[src/rtl/hsbp_pkg.sv]
`default_nettype none
package hsbp_pkg;

    // command codes
    localparam logic [1:0] CMD_LOAD   = 2'd0;
    localparam logic [1:0] CMD_ENCODE = 2'd1;
    localparam logic [1:0] CMD_FLUSH  = 2'd2;

    localparam int CODE_W   = 32;
    localparam int LEN_W    = 6;
    localparam int SYM_W    = 8;
    localparam int TAIL_W   = 3;
    localparam int WORD_W   = 32;
    localparam int BYTE_W   = 8;

    localparam int DEF_MAX_CODE_LEN = 32;
    localparam int DEF_SYMBOL_COUNT = 256;

    // front-to-back queue
    localparam int QUEUE_DEPTH = 2;
    localparam int QPTR_W      = 1;
    localparam int QCNT_W      = 2;

    // one classified operation for the packer
    typedef struct packed {
        logic                flush;
        logic [CODE_W-1:0]   code;
        logic [LEN_W-1:0]    len;
    } t_op;

endpackage
`default_nettype wire

[src/rtl/hsbp_queue.sv]
`default_nettype none
module hsbp_queue (
    input  wire logic            i_clk,
    input  wire logic            i_rst_n,
    input  wire logic            i_push,
    input  wire hsbp_pkg::t_op   i_op,
    output logic                 o_full,
    output logic                 o_nempty,
    input  wire logic            i_pop,
    output hsbp_pkg::t_op        o_op
);
    hsbp_pkg::t_op                r_slot [hsbp_pkg::QUEUE_DEPTH];
    logic [hsbp_pkg::QPTR_W-1:0]  r_wp, r_rp;
    logic [hsbp_pkg::QCNT_W-1:0]  r_cnt;
    logic                         w_do_pop;

    assign o_full   = (r_cnt == hsbp_pkg::QCNT_W'(hsbp_pkg::QUEUE_DEPTH));
    assign o_nempty = (r_cnt != '0);
    assign o_op     = r_slot[r_rp];
    assign w_do_pop = i_pop && o_nempty;

    always_ff @(posedge i_clk) begin
        if (i_push && !o_full) begin
            r_slot[r_wp] <= i_op;
        end
    end

    always_ff @(posedge i_clk) begin
        if (!i_rst_n) begin
            r_wp  <= '0;
            r_rp  <= '0;
            r_cnt <= '0;
        end else begin
            if (i_push && !o_full) begin
                r_wp <= r_wp + 1'b1;
            end
            if (w_do_pop) begin
                r_rp <= r_rp + 1'b1;
            end
            if ((i_push && !o_full) && !w_do_pop) begin
                r_cnt <= r_cnt + 1'b1;
            end else if (!(i_push && !o_full) && w_do_pop) begin
                r_cnt <= r_cnt - 1'b1;
            end
        end
    end

    a_no_push_full: assert property (@(posedge i_clk) disable iff (!i_rst_n)
        o_full |-> !i_push)
        else $error("push into full queue");

endmodule
`default_nettype wire

[config.mk]
export PLATFORM = sky130hd
export DESIGN_NAME = hsbp_queue
export DESIGN_NICKNAME = d
export VERILOG_FILES = /design/src/rtl/hsbp_pkg.sv /design/src/rtl/hsbp_queue.sv
export SDC_FILE = /design/constraint.sdc
export NUM_CORES = 1
export LEC_CHECK = 0
export ABC_AREA = 1
export BUFFER_PORTS_ARGS = -buffer_cell sky130_fd_sc_hd__buf_2
export CAP_MARGIN = 20
export CORE_UTILIZATION = 30
export DETAILED_ROUTE_END_ITERATION = 10
export PLACE_DENSITY = 0.49
export SYNTH_ARGS = -nofsm -noshare
export SYNTH_HDL_FRONTEND = slang
export SYNTH_SLANG_ARGS = --single-unit
[constraint.sdc]
create_clock -name i_clk -period 2.6 [get_ports i_clk]
set_clock_uncertainty 0.2 [all_clocks]
set_input_delay 0.26 -clock i_clk [delete_from_list [all_inputs] [get_ports i_clk]]
set_output_delay 0.26 -clock i_clk [all_outputs]
set_load 0.01 [all_outputs]
* Yosys cells after proc, flatten, opt, wreduce, memory -nomap -nowiden
Memory sizes are Yosys's and may differ from the RTL's. A register that Yosys moved wholly into a read port is not among the register bits.
Index checks and enable logic that the tools add are counted.
** Storage, ports and cells
- Bits in writable memories :: 78
- Input bits :: 43
- Bits in latches :: 0
- Word-level logic and storage cells :: 24
- Memory bits (read-only) :: 0
- Flip-flop bits (word level) :: 4
- Output and inout bits :: 41
- Memories :: 1
** Operators by class
- Equality and inequality tests :: 1
- Reductions and logical operators :: 9
- Bitwise gates (word level) :: 0
- Mux-type cells :: 6
- Shift operators :: 0
- Multipliers :: 0
- Div/mod/pow operators :: 0
- Add/subtract/negate cells :: 4
- $lt $le $gt $ge :: 0
** Memory list
- r_slot :: words 2, bits a word 39, rd ports 1, clocked after memory_dff 1, wr ports 1, RTL line hsbp_queue.sv:12 : hsbp_pkg::t_op r_slot [hsbp_pkg::QUEUE_DEPTH];
** Operators by type and width (count)
- $logic_and 1x1->1 :: 4
- $mux 1 :: 4
- $mux 2 :: 2
- $reduce_bool 2->1 :: 2
- $logic_not 1->1 :: 3
- $add 1x1->1 const B :: 2
- $add 2x1->2 const B :: 1
- $eq 2x2->1 const B :: 1
- $sub 2x1->2 const B :: 1

* Logic depth before layout (Yosys ltp)
- Depth in word-level cells :: 7
- Gate-level depth with buffers :: 10
- Mapped depth without buffers :: 10

* Least setup slack after synthesis
No wires, ideal clock.
- Path kind :: register -> register
- Start point :: register r_cnt[1] (netlist name)
- End point :: memory r_slot[1][0] (netlist name), enable pin
- Data required time :: 1965 ps
- Stages on the path, launching flop included :: 4
- Path buffers :: 0
- Arrival time :: 2134 ps
- Library setup time :: 435 ps
- Period minus slack after synthesis :: 2769 ps
- Setup slack :: -169 ps
- Cell sequence :: dfxtp_1 -> inv_1 -> o21ai_2 -> nor2_1
** Between the ends
- Word-level cells in the longest chain between the ends :: 5
** RTL lines
- from (decl) :: RTL line hsbp_queue.sv:14 : logic [hsbp_pkg::QCNT_W-1:0] r_cnt;
- from (signal assigned) :: RTL line hsbp_queue.sv:41 : r_cnt <= r_cnt + 1'b1;
- from (signal assigned) :: RTL line hsbp_queue.sv:43 : r_cnt <= r_cnt - 1'b1;
- $eq 2x2->1 :: RTL line hsbp_queue.sv:17 : assign o_full = (r_cnt == hsbp_pkg::QCNT_W'(hsbp_pkg::QUEUE_DEPTH));
- $logic_not 1->1 :: RTL line hsbp_queue.sv:23 : if (i_push && !o_full) begin
- $logic_and 1x1->1 :: RTL line hsbp_queue.sv:23
- $mux 1 :: RTL line hsbp_queue.sv:23
- $mux 1 (not written as such) :: RTL line hsbp_queue.sv:24 : r_slot[r_wp] <= i_op;
- to (decl) :: RTL line hsbp_queue.sv:12
Every way passes these cells.

==> impl_metrics.env <==
export IMPL_outcome="finished clean"
export IMPL_seq_area_um2=2440
export IMPL_crit_path_end_kind="primary output"
export IMPL_p_clk_share_pct=21.7
export IMPL_path_delay_family="flip-flops"
export IMPL_wl_met3_um=307
export IMPL_cp_cell_sequence="buf_12 > mux2_2 > buf_2"
export IMPL_clk_path_buf_depth=2
export IMPL_rsz0062_at_grt="no"
export IMPL_slowest_delay_ns=0.44
export IMPL_cts_setup_buffers=0
export IMPL_fillers=917
export IMPL_grt_max_degree=34
export IMPL_cts_tree="done"
export IMPL_drv_cap=0
export IMPL_fin_crit_sh_pct=78.8
export IMPL_synth_top_cell_area_share_pct=75.4
export IMPL_first_pass_iters=4
export IMPL_insertion_delay_ns=0.33
export IMPL_final_nets=335
export IMPL_worst_slew_pin_slew_ns=0.297
export IMPL_slew_violations=0
export IMPL_synthToLayoutAreaGrowth_pct=37.8
export IMPL_cp_slowest_cell="dfxtp_2"
export IMPL_drc=0
export IMPL_drtIter0Drc=49
export IMPL_ys_types=17
export IMPL_grtUsageTotal_pct=11.0
export IMPL_numCtsBuffers=9
export IMPL_syn_inst=158
export IMPL_leakagePower_nw=1.64
export IMPL_syn_nets=202
export IMPL_routedLengthMet1_um=2750
export IMPL_async_flop_share_pct=0
export IMPL_slew_headroom_pct=80.2
export IMPL_layout_drive_gt1_share_pct=48.5
export IMPL_powerDensity_nw_per_um2=811
export IMPL_dr_total_vias=1765
export IMPL_worstPathArrival_ns=1.59
export IMPL_fmax_ghz=0.488
export IMPL_syn_area_um2=3110
export IMPL_finalWirelength_um=5650
export IMPL_start_util_pct=31.3
export IMPL_multi_input_area_um2=607
export IMPL_avgRoutedWirePerCell_um=13.2
export IMPL_synth_area_per_cell_um2=19.7
export IMPL_via_per_inst=4.12
export IMPL_grt_overflow_total=0
export IMPL_p_sw_mw=0.980
export IMPL_hp_class="primary input to flop"
export IMPL_top_layer="met4"
export IMPL_min_period_ns=2.05
export IMPL_antenna_left=0
export IMPL_ys_seq_elements=83
export IMPL_clk_pin_slew_worst_paths_ns=0.08
export IMPL_dieArea_um2=10800
export IMPL_antenna_found_initial=0
export IMPL_htree_levels=3
export IMPL_grt_pass1_wl_um=8960
export IMPL_grt_pass1_vias=1763
export IMPL_setup_viol=0
export IMPL_dp_slack_ns=0.883
export IMPL_vdd_ir_drop_worst_mv=0.350
export IMPL_power_switching_share_pct=28.2
export IMPL_die_h_um=104
export IMPL_yosysMostFrequentCell="edfxtp_1"
export IMPL_ios=84
export IMPL_gp_congestion=0.625
export IMPL_cts_root_buf="clkbuf_8"
export IMPL_coreArea_um2=9910
export IMPL_critPathMaxFanout=33
export IMPL_path_class="flop to primary output"
export IMPL_seq_power_share_pct=50.5
export IMPL_path_buf_inv=2
export IMPL_fin_hold_ws_ns=0.156
export IMPL_num_rows=36
export IMPL_crit_required_ns=2.14
export IMPL_n_antenna_cell=0
export IMPL_cts_sinks=83
export IMPL_synth_edff_count=78
export IMPL_yosysSeqAreaShare_pct=78.6
export IMPL_portBuffers=83
export IMPL_die_x_um=104
export IMPL_worstSetupStartpointType="flop"
export IMPL_pwr_share_comb_pct=27.7
export IMPL_hold_viol_final=0
export IMPL_dp_hpwl_um=3500
export IMPL_ys_top_cells_by_area="edfxtp_1 75%, mux2_2 11%, mux2_4 4.8%, dfxtp_1 3.2%, nor2_1 1.1%"
export IMPL_wl_met2_um=2550
export IMPL_synthTopCellsByCount="78 x edfxtp_1, 29 x mux2_2, 10 x mux2_4"
export IMPL_synth_largest_area_cell="edfxtp_1"
export IMPL_ys_flop_type="edfxtp_1"
export IMPL_fin_ws_ns=0.551
export IMPL_p_int_mw=2.49
export IMPL_yosys_warnings=0
==> layout by cell type (no fill, tap or decap), types with 2 or more instances in the layout <==
| cell type | n |
|---|---|
| nor2_1 | 7 |
| buf_12 | 3 |
| clkinvlp_4 | 2 |
| mux2_4 | 10 |
| nor2_4 | 2 |
| inv_1 | 8 |
| o21ai_0 | 2 |
| clkinv_2 | 3 |
| dfxtp_1 | 4 |
| dlygate4sd3_1 | 40 |
| mux2_2 | 29 |
| buf_2 | 83 |
| nand2_1 | 7 |
| clkbuf_8 | 9 |
| edfxtp_1 | 78 |
==> cell families after synthesis <==
logic type	count (synthesis)	synth area share [%]
flops	83	78.6
compound gates	5	1.01
fa+ha+maj	1	0.403
simple gates	18	2.30
buf+inv	12	2.30
mux	39	15.4
==> worst min-delay path: cells and delay by family <==
| family | cells | cell delay, ns |
|---|---|---|
| AOI/OAI and AO/OA | 2 | 0.26 |
| buffers and inverters | 1 | 0.09 |
| and+or+nand+nor | 1 | 0.04 |
==> metrics by stage <==
stage	power, mW	instances	utilization, %	area [µm²]	setup TNS, ns
after floorplan	2.37	158	-	3110	-13.16
after global placement	2.72	373	37.6	3720	0
after detailed placement	2.72	373	37.6	3720	0
after CTS	3.54	428	43.2	4280	0
after global routing	3.67	428	43.2	4280	0
final	3.47	428	43.2	4280	0
==> metal layers <==
| layer | vias up | track usage [%] |
|---|---|---|
| met4 | 0 | 3.98 |
| met2 | 62 | 16.8 |
| met5 | - | 0 |
| met3 | 5 | 4.09 |
| li1 | 864 | - |
| met1 | 834 | 14.4 |
==> path summary, 6_finish.rpt <==
| check | startpoint | endpoint | slack [ns] | cells after the start |
|---|---|---|---|---|
| max | flop | o_op[34] | 0.55 | 3 |
| min | i_push | r_wp | 0.16 | 4 |
| max reg2reg | r_cnt[1] | r_cnt[1] | 0.88 | 9 |
| min reg2reg | r_rp | r_rp | 0.31 | 2 |
==> registers in the layout, indices dropped and copies added (netlist names), named ones only <==
register,cells
r_cnt,2
r_rp,1
r_slot,78
r_wp,1
==> cell type report <==
class | count | share of cell area (%)
sequential | 83 | 57.1
timing repair buffer | 126 | 20.5
multi-input combinational | 63 | 14.2
tap | 133 | 3.89
clock buffer | 9 | 2.89
clock inverter | 6 | 0.789
inverter | 8 | 0.702
==> power by group through the flow <==
stage	logic, mW	clock network [mW]	registers, mW
floorplan	0.600	0	1.77
global placement	0.943	0	1.78
detailed placement	0.939	0	1.79
CTS	0.989	0.796	1.76
global route	1.05	0.848	1.77
finish	0.963	0.755	1.75
==> repair_timing <==
action,4_1_cts,5_1_grt
endpoints found under the hold margin,82,0
endpoints found under the setup margin,0,0
resized for setup,0,0
hold buffers,40,0
Note: power is estimated with default switching activity, not from simulation.
