$ cat config.mk
export PLATFORM = sky130hd
export DESIGN_NAME = hsbp_back
export DESIGN_NICKNAME = d
export VERILOG_FILES = /design/src/rtl/hsbp_pkg.sv /design/src/rtl/hsbp_back.sv
export SDC_FILE = /design/constraint.sdc
export NUM_CORES = 1
export LEC_CHECK = 0
export BUFFER_PORTS_ARGS = -buffer_cell sky130_fd_sc_hd__buf_2
export CAP_MARGIN = 25
export CORE_ASPECT_RATIO = 1.4
export CORE_UTILIZATION = 47
export DETAILED_ROUTE_END_ITERATION = 8
export PLACE_DENSITY = 0.77
export SLEW_MARGIN = 20
export SYNTH_ARGS = -nofsm -noshare
export SYNTH_HDL_FRONTEND = slang
export SYNTH_SLANG_ARGS = --single-unit
$ cat constraint.sdc
create_clock -name i_clk -period 8 [get_ports i_clk]
set_clock_uncertainty 0.1 [all_clocks]
set_input_delay 0.8 -clock i_clk [delete_from_list [all_inputs] [get_ports i_clk]]
set_output_delay 0.8 -clock i_clk [all_outputs]
set_load 0.01 [all_outputs]
$ cat src/rtl/hsbp_pkg.sv
`default_nettype none
package hsbp_pkg;

    // command codes
    localparam logic [1:0] CMD_LOAD   = 2'd0;
    localparam logic [1:0] CMD_ENCODE = 2'd1;
    localparam logic [1:0] CMD_FLUSH  = 2'd2;

    localparam int CODE_W   = 32;
    localparam int LEN_W    = 6;
    localparam int SYM_W    = 8;
    localparam int TAIL_W   = 3;
    localparam int WORD_W   = 32;
    localparam int BYTE_W   = 8;

    localparam int DEF_MAX_CODE_LEN = 32;
    localparam int DEF_SYMBOL_COUNT = 256;

    // front-to-back queue
    localparam int QUEUE_DEPTH = 2;
    localparam int QPTR_W      = 1;
    localparam int QCNT_W      = 2;

    // one classified operation for the packer
    typedef struct packed {
        logic                flush;
        logic [CODE_W-1:0]   code;
        logic [LEN_W-1:0]    len;
    } t_op;

endpackage
`default_nettype wire

$ cat src/rtl/hsbp_back.sv
`default_nettype none
module hsbp_back (
    input  wire logic                          i_clk,
    input  wire logic                          i_rst_n,
    input  wire logic                          i_nempty,
    input  wire hsbp_pkg::t_op                 i_op,
    output logic                               o_pop,
    output logic                               o_valid,
    input  wire logic                          i_stall,
    output logic [hsbp_pkg::WORD_W-1:0]        o_packed_data,
    output logic                               o_is_byte,
    output logic                               o_last,
    output logic [hsbp_pkg::TAIL_W-1:0]        o_tail_bits
);
    localparam int WW = hsbp_pkg::WORD_W;

    logic [WW-1:0]               r_buf;
    logic [hsbp_pkg::LEN_W-1:0]  r_cnt;

    logic                        w_slot, w_emit, w_last_byte, w_fire;
    logic [2*WW-1:0]             w_wide;
    logic [hsbp_pkg::LEN_W:0]    w_sum;

    assign w_slot      = !o_valid || !i_stall;
    assign w_wide      = {{WW{1'b0}}, r_buf} | ({{WW{1'b0}}, i_op.code} << r_cnt);
    assign w_sum       = {1'b0, r_cnt} + {1'b0, i_op.len};
    assign w_emit      = w_sum > (hsbp_pkg::LEN_W+1)'(WW);
    assign w_last_byte = r_cnt <= hsbp_pkg::LEN_W'(hsbp_pkg::BYTE_W);

    // fire: op produces an output this cycle
    always_comb begin
        o_pop  = 1'b0;
        w_fire = 1'b0;
        if (i_nempty) begin
            if (i_op.flush) begin
                if (r_cnt == '0) begin
                    o_pop = 1'b1;
                end else if (w_slot) begin
                    w_fire = 1'b1;
                    o_pop  = w_last_byte;
                end
            end else if (!w_emit || w_slot) begin
                o_pop  = 1'b1;
                w_fire = w_emit;
            end
        end
    end

    always_ff @(posedge i_clk) begin
        if (!i_rst_n) begin
            r_buf <= '0;
            r_cnt <= '0;
        end else if (i_nempty) begin
            if (i_op.flush) begin
                if (w_fire) begin
                    r_buf <= w_last_byte ? '0 : (r_buf >> hsbp_pkg::BYTE_W);
                    r_cnt <= w_last_byte ? '0 : (r_cnt - hsbp_pkg::LEN_W'(hsbp_pkg::BYTE_W));
                end
            end else if (o_pop) begin
                r_buf <= w_emit ? w_wide[2*WW-1:WW] : w_wide[WW-1:0];
                r_cnt <= w_emit ? hsbp_pkg::LEN_W'(w_sum - (hsbp_pkg::LEN_W+1)'(WW))
                                : hsbp_pkg::LEN_W'(w_sum);
            end
        end
    end

    always_ff @(posedge i_clk) begin
        if (!i_rst_n) begin
            o_valid <= 1'b0;
        end else if (w_fire) begin
            o_valid <= 1'b1;
        end else if (!i_stall) begin
            o_valid <= 1'b0;
        end
    end

    always_ff @(posedge i_clk) begin
        if (w_fire) begin
            if (i_op.flush) begin
                o_packed_data <= WW'(r_buf[hsbp_pkg::BYTE_W-1:0]);
                o_is_byte     <= 1'b1;
                o_last        <= w_last_byte;
                o_tail_bits   <= w_last_byte ? r_cnt[hsbp_pkg::TAIL_W-1:0] : '0;
            end else begin
                o_packed_data <= w_wide[WW-1:0];
                o_is_byte     <= 1'b0;
                o_last        <= 1'b0;
                o_tail_bits   <= '0;
            end
        end
    end

    a_cnt_range: assert property (@(posedge i_clk) disable iff (!i_rst_n)
        r_cnt <= hsbp_pkg::LEN_W'(WW))
        else $error("bit count above word width");

    a_last_is_byte: assert property (@(posedge i_clk) disable iff (!i_rst_n)
        (o_valid && o_last) |-> o_is_byte)
        else $error("last flag on a word");

    a_flush_empties: assert property (@(posedge i_clk) disable iff (!i_rst_n)
        (w_fire && i_op.flush && w_last_byte) |=> (r_cnt == '0))
        else $error("buffer not empty after flush");

endmodule
`default_nettype wire

# [Word level (Yosys, flattened, before mapping)]
# Index checks and enable logic that the tools add are counted.
[word_totals] output_inout_bits=39 register_bits=76 elab_cells=50
[op_classes] mux=24 order_cmp=2 shifts=1 addsub=3 eq_ne=2 n_bitwise=1 reduce_logical=9
[ops] operator="$mux 32" count=4
[ops] operator="$or 32x64->64" count=1
[ops] operator="$shl 32x6->64" count=1
[ops] operator="$mux 6" count=5
[ops] operator="$mux 24" count=1
[ops] operator="$mux 1" count=13
[ops] operator="$mux 8" count=1
[ops] operator="$add 6x6->7" count=1
[ops] operator="$gt 7x6->1 const B" count=1
[ops] operator="$le 6x4->1 const B" count=1
[ops] operator="$logic_not 6->1" count=1
[ops] operator="$sub 6x4->6 const B" count=1
[ops] operator="$sub 6x6->6 const B" count=1
[ops] operator="$ne 2x1->1 const B" count=2
[ops] operator="$logic_not 1->1" count=3
[ops] operator="$reduce_and 3->1" count=1
[ops] operator="$logic_or 1x1->1" count=2
[ops] operator="$reduce_and 2->1" count=1
[ops] operator="$reduce_bool 2->1" count=1

# [Depth between registers and ports, before layout]
[depth] depth_word=9 depth_mapped=11

# [Worst setup path before layout]
# Ideal clock, no wire load.
[synth_path] path_kind="input port to flip-flop" from="input port i_op[0] in the netlist's numbering" to="register o_is_byte (enable)" stages=9 n_path_buf=1 slack_ns=4.097 arrival_time_ns=3.372 setup_time_ns=0.431 path_cell_list="ha_1 -> fa_1 -> xnor2_1 -> nor3b_1 -> o221ai_1 -> a211o_1 -> buf_2 -> o21ai_1 -> inv_1"
[synth_between] elab_chain_cells=7
[synth_lines] element="start: declaration" line_no="hsbp_back.sv:6" text="input wire hsbp_pkg::t_op i_op,"
[synth_lines] element="$add 6x6->7 (*)" line_no="hsbp_back.sv:26" text="assign w_sum = {1'b0, r_cnt} + {1'b0, i_op.len};"
[synth_lines] element="$gt 7x6->1 (*)" line_no="hsbp_back.sv:27" text="assign w_emit = w_sum > (hsbp_pkg::LEN_W+1)'(WW);"
[synth_lines] element="$logic_not 1->1" line_no="hsbp_back.sv:42" text="end else if (!w_emit || w_slot) begin"
[synth_lines] element="$logic_or 1x1->1" line_no="hsbp_back.sv:42"
[synth_lines] element="$mux 1 (*)" line_no="hsbp_back.sv:42"
[synth_lines] element="$mux 1 (*)" line_no="hsbp_back.sv:35" text="if (i_op.flush) begin"
[synth_lines] element="$mux 1 (*)" line_no="hsbp_back.sv:34" text="if (i_nempty) begin"
[synth_lines] element="named net w_fire" line_no="hsbp_back.sv:20" text="logic w_slot, w_emit, w_last_byte, w_fire;"
[synth_lines] element="end signal: assignment" line_no="hsbp_back.sv:81" text="o_is_byte <= 1'b1;"
[synth_lines] element="end signal: assignment" line_no="hsbp_back.sv:86" text="o_is_byte <= 1'b0;"
[synth_lines] element="end: declaration" line_no="hsbp_back.sv:11" text="output logic o_is_byte,"
# Mark *: on every way through the listed nets, which the timed path passes. The rest lies on a longest branch.
# A chain may end at the register's enable or synchronous reset.

# [Final worst setup path]
[layout_path] from="register r_cnt[0] in the netlist's numbering" to="output port o_pop"
[layout_between] elab_chain_cells=7 elab_cells_between_ends=11
[layout_lines] element="start: declaration" line_no="hsbp_back.sv:18" text="logic [hsbp_pkg::LEN_W-1:0] r_cnt;"
[layout_lines] element="start signal: assignment" line_no="hsbp_back.sv:57" text="r_cnt <= w_last_byte ? '0 : (r_cnt - hsbp_pkg::LEN_W'(hsbp_pkg::BYTE_W));"
[layout_lines] element="start signal: assignment" line_no="hsbp_back.sv:61" text="r_cnt <= w_emit ? hsbp_pkg::LEN_W'(w_sum - (hsbp_pkg::LEN_W+1)'(WW))"
[layout_lines] element="$add 6x6->7" line_no="hsbp_back.sv:26"
[layout_lines] element="$gt 7x6->1" line_no="hsbp_back.sv:27"
[layout_lines] element="$logic_not 1->1" line_no="hsbp_back.sv:42"
[layout_lines] element="$logic_or 1x1->1" line_no="hsbp_back.sv:42"
[layout_lines] element="$mux 1" line_no="hsbp_back.sv:42"
[layout_lines] element="$mux 1 (*)" line_no="hsbp_back.sv:35"
[layout_lines] element="$mux 1 (*)" line_no="hsbp_back.sv:34"
[layout_lines] element="end: declaration" line_no="hsbp_back.sv:7" text="output logic o_pop,"
# Mark *: on every way between the ends. The rest lies on a longest branch, timed or not.

==> flow_summary.ini <==
[yosys]
ys_types = 76
synthesis.area_um2 = 6529
synth-seq-area-share_pct = 28.98
synthCells = 718
netlist.area_leader.share_pct = 17.02
yosysTopAreaCell = edfxtp_1
synth-edff-count = 37
synthFlopType = dfxtp_1
yosys-top-cells-count = 62 x a21oi_1, 62 x nor2_1, 60 x nand2_1
synth_area_leaders = edfxtp_1 17%, dfxtp_1 12%, mux2i_1 6.6%, mux4_2 6.6%, mux4_1 6.0%
avgSynthCellArea_um2 = 9.093
synthArstFlopShare_pct = 0
synth_seq_cells = 76
yosys_warnings = 0
mappedNetlistNets = 769

[floorplanning]
ioPinCount = 82
coreArea_um2 = 13450
num_rows = 50
start_util_pct = 48.54
die_x_um = 101.6
die_y_um = 141.5
dieArea_um2 = 14370

[min_path]
min_path_type = reg2reg
min_from = r_buf[24]$_SDFFE_PN0P_
whs_endpoint = r_buf[24]$_SDFFE_PN0P_
whs_path_depth = 2

[worst_setup_path]
path_buf_inv = 3
crit_family = buffers and inverters
crit_type = reg2out
critPathRequiredTime_ns = 7.10
reg2reg_depth = 9
crit_top_cell = buf_4
crit_fanout = 43
r2r-start = r_cnt[0]$_SDFFE_PN0P_
rr_endpoint = o_packed_data[4]$_DFFE_PP_
cp-start-kind = flop
crit_arrival_ns = 3.42
worst_path_max_delay_cell = buf_4
max_stage_delay_ns = 0.46
critPathCaptureType = primary output
reg2reg_slack_ns = 3.74
path_cells = buf_4 > ha_1 > fa_1 > nor3b_1 > o221ai_1 > a211oi_4 > buf_4 > o311a_1 > buf_2

[cts]
cts_tree = yes
cts-root-buf = clkbuf_16
cts_buffers = 9
path_clk_slew_ns = 0.06
cts_setup_buffers = 0
cts_resized = 0
htree_levels = 3
cts_buffer_depth = 2
clkLatencyLatePin_ns = 0.34
cts.sinks = 76
hold_buffers = 0

[power_and_ir_drop]
total_leakage_power_nw = 2.819
ir_worst_vdd_mv = 0.1121
power.density_nw_per_um2 = 228.6

[detailed_routing]
vias = 6384
totalWireLength_um = 20340
drc = 0
avgViaCountPerCell = 6.791
drtPass1Iterations = 6
drtIter0Drc = 905
ant_nets = 0
wl_per_cell_um = 21.64

[place]
routabilityCongestion = 0.9615
dp_hpwl_um = 14530
portBuffers = 81

[grt]
grt_antenna_before_repair = 0
grt_pass1_vias = 5852
grt_max_degree = 62
grt_first_pass_wirelength_um = 32040
grt_usage_pct = 29.07
grt-ovfl-total = 0

[sta]
period_needed_ns = 4.317
drv_slew = 0
max-slew-margin-rel_pct = 33.09
setup_viol = 0
finalHoldViolCount = 0
fin_crit_sh_pct = 53.97
rsz0062_at_grt = no
hold_ws_ns = 0.3844
worstMarginPinSlew_ns = 1.003
max_freq_ghz = 0.2316
finalSetupTns_ns = 0

[final_layout]
drive_gt1_share_pct = 21.64
layout.nets = 804
nFillCells = 1280
diodes = 0
syn_to_final_growth_pct = 11.06

[outcome]
status = completed

[job]
cap_viol_max_count = 0
==> routing by layer <==
metal	wire length, um	global-route usage [%]
met5	0	0
met4	905	14.04
met3	1869	3.596
met2	9389	44.84
met1	8177	40.16
==> cells in the final DEF, fill, tap and decap left out, types with 4 or more instances in the layout <==
cell / synthesis / final
and2_1: 11 / 11
a21oi_1: 62 / 62
a21o_1: 5 / 5
nor3_1: 18 / 18
nor2_1: 62 / 60
dfxtp_1: 39 / 37
nand3_1: 20 / 20
mux4_2: 19 / 19
edfxtp_1: 37 / 37
nand2_1: 60 / 60
nand2b_1: 6 / 6
clkbuf_16: 0 / 9
buf_4: 8 / 11
mux2i_1: 43 / 43
a32oi_1: 6 / 6
o21a_1: 5 / 5
o211ai_1: 6 / 6
a221oi_1: 13 / 13
o22ai_1: 8 / 8
a221o_1: 4 / 4
o31ai_1: 4 / 4
ha_1: 7 / 7
a22oi_1: 12 / 12
a22o_1: 5 / 5
nor2b_1: 5 / 5
a31oi_1: 15 / 15
mux2_2: 17 / 17
o21ai_0: 48 / 48
nor3b_1: 4 / 4
o221ai_1: 5 / 5
inv_1: 12 / 12
buf_2: 13 / 81
and3_1: 9 / 9
mux4_1: 15 / 15
a21boi_0: 4 / 4
==> stage by stage <==
stage | util, % | cell area [um^2] | power [W] | setup slack [ns] | instances
final | 53.91 | 7251 | 0.001658 | 3.683 | 940
after global routing | 53.91 | 7251 | 0.001733 | 3.393 | 940
after CTS | 53.91 | 7251 | 0.001638 | 3.648 | 940
after detailed placement | 51.37 | 6909 | 0.001175 | 3.607 | 924
after global placement | 51.31 | 6902 | 0.001170 | 3.655 | 923
after floorplan | - | 6529 | 0.0009886 | 4.097 | 718
==> area by class of cell <==
cell class                      instances  area [um^2]  share of cell area [%]
Inverter                               15        56.30                  0.7765
Sequential cell                        76         1894                   26.13
Multi-Input combinational cell        559         4243                   58.52
Clock buffer                           10        229.0                   3.158
Tap cell                              182        227.7                   3.141
Timing Repair Buffer                   92        488.0                   6.730
Clock inverter                          6        112.6                   1.553
==> tightest hold or removal path: cells and delay by family (launching register included) <==
family	cells	cell delay [ns]
flops	1	0.33
simple gates	2	0.12
==> worst max-delay path by stage <==
stage / from / end / slack (ns) / cells past startpoint
floorplan: i_op[0] / o_is_byte$_DFFE_PP_ / 4.10 / 9
global placement: i_op[0] / o_tail_bits[1]$_SDFFCE_PN0P_ / 3.66 / 10
detailed placement: i_op[0] / r_cnt[5]$_SDFFE_PN0P_ / 3.61 / 11
CTS: r_cnt[0]$_SDFFE_PN0P_ / r_cnt[5]$_SDFFE_PN0P_ / 3.65 / 10
global route: r_cnt[0]$_SDFFE_PN0P_ / o_pop / 3.39 / 9
finish: r_cnt[0]$_SDFFE_PN0P_ / o_pop / 3.68 / 9
==> flip-flops by register name, indices dropped and copies added (netlist names) <==
| name | cells |
|---|---|
| o_is_byte | 1 |
| o_last | 1 |
| r_buf | 32 |
| o_valid | 1 |
| r_cnt | 6 |
| o_tail_bits | 3 |
| o_packed_data | 32 |
==> power by group <==
part	internal [W]	total (W)	switching, W
combinational	0.000252	0.000691	0.000439
sequential	0.000476	0.000502	0.0000261
clock	0.000305	0.000465	0.000159
total	0.00103	0.00166	0.000625
==> logic make-up after synthesis <==
logic type / count (synthesis) / synth area share, %
fa+ha+maj: 8 / 1.648
xor+xnor: 2 / 0.2684
buf+inv: 83 / 6.228
flops: 76 / 28.98
mux: 95 / 22.35
simple gates: 209 / 14.87
compound gates: 245 / 25.66
No activity file was read; power rests on OpenSTA's default activity.
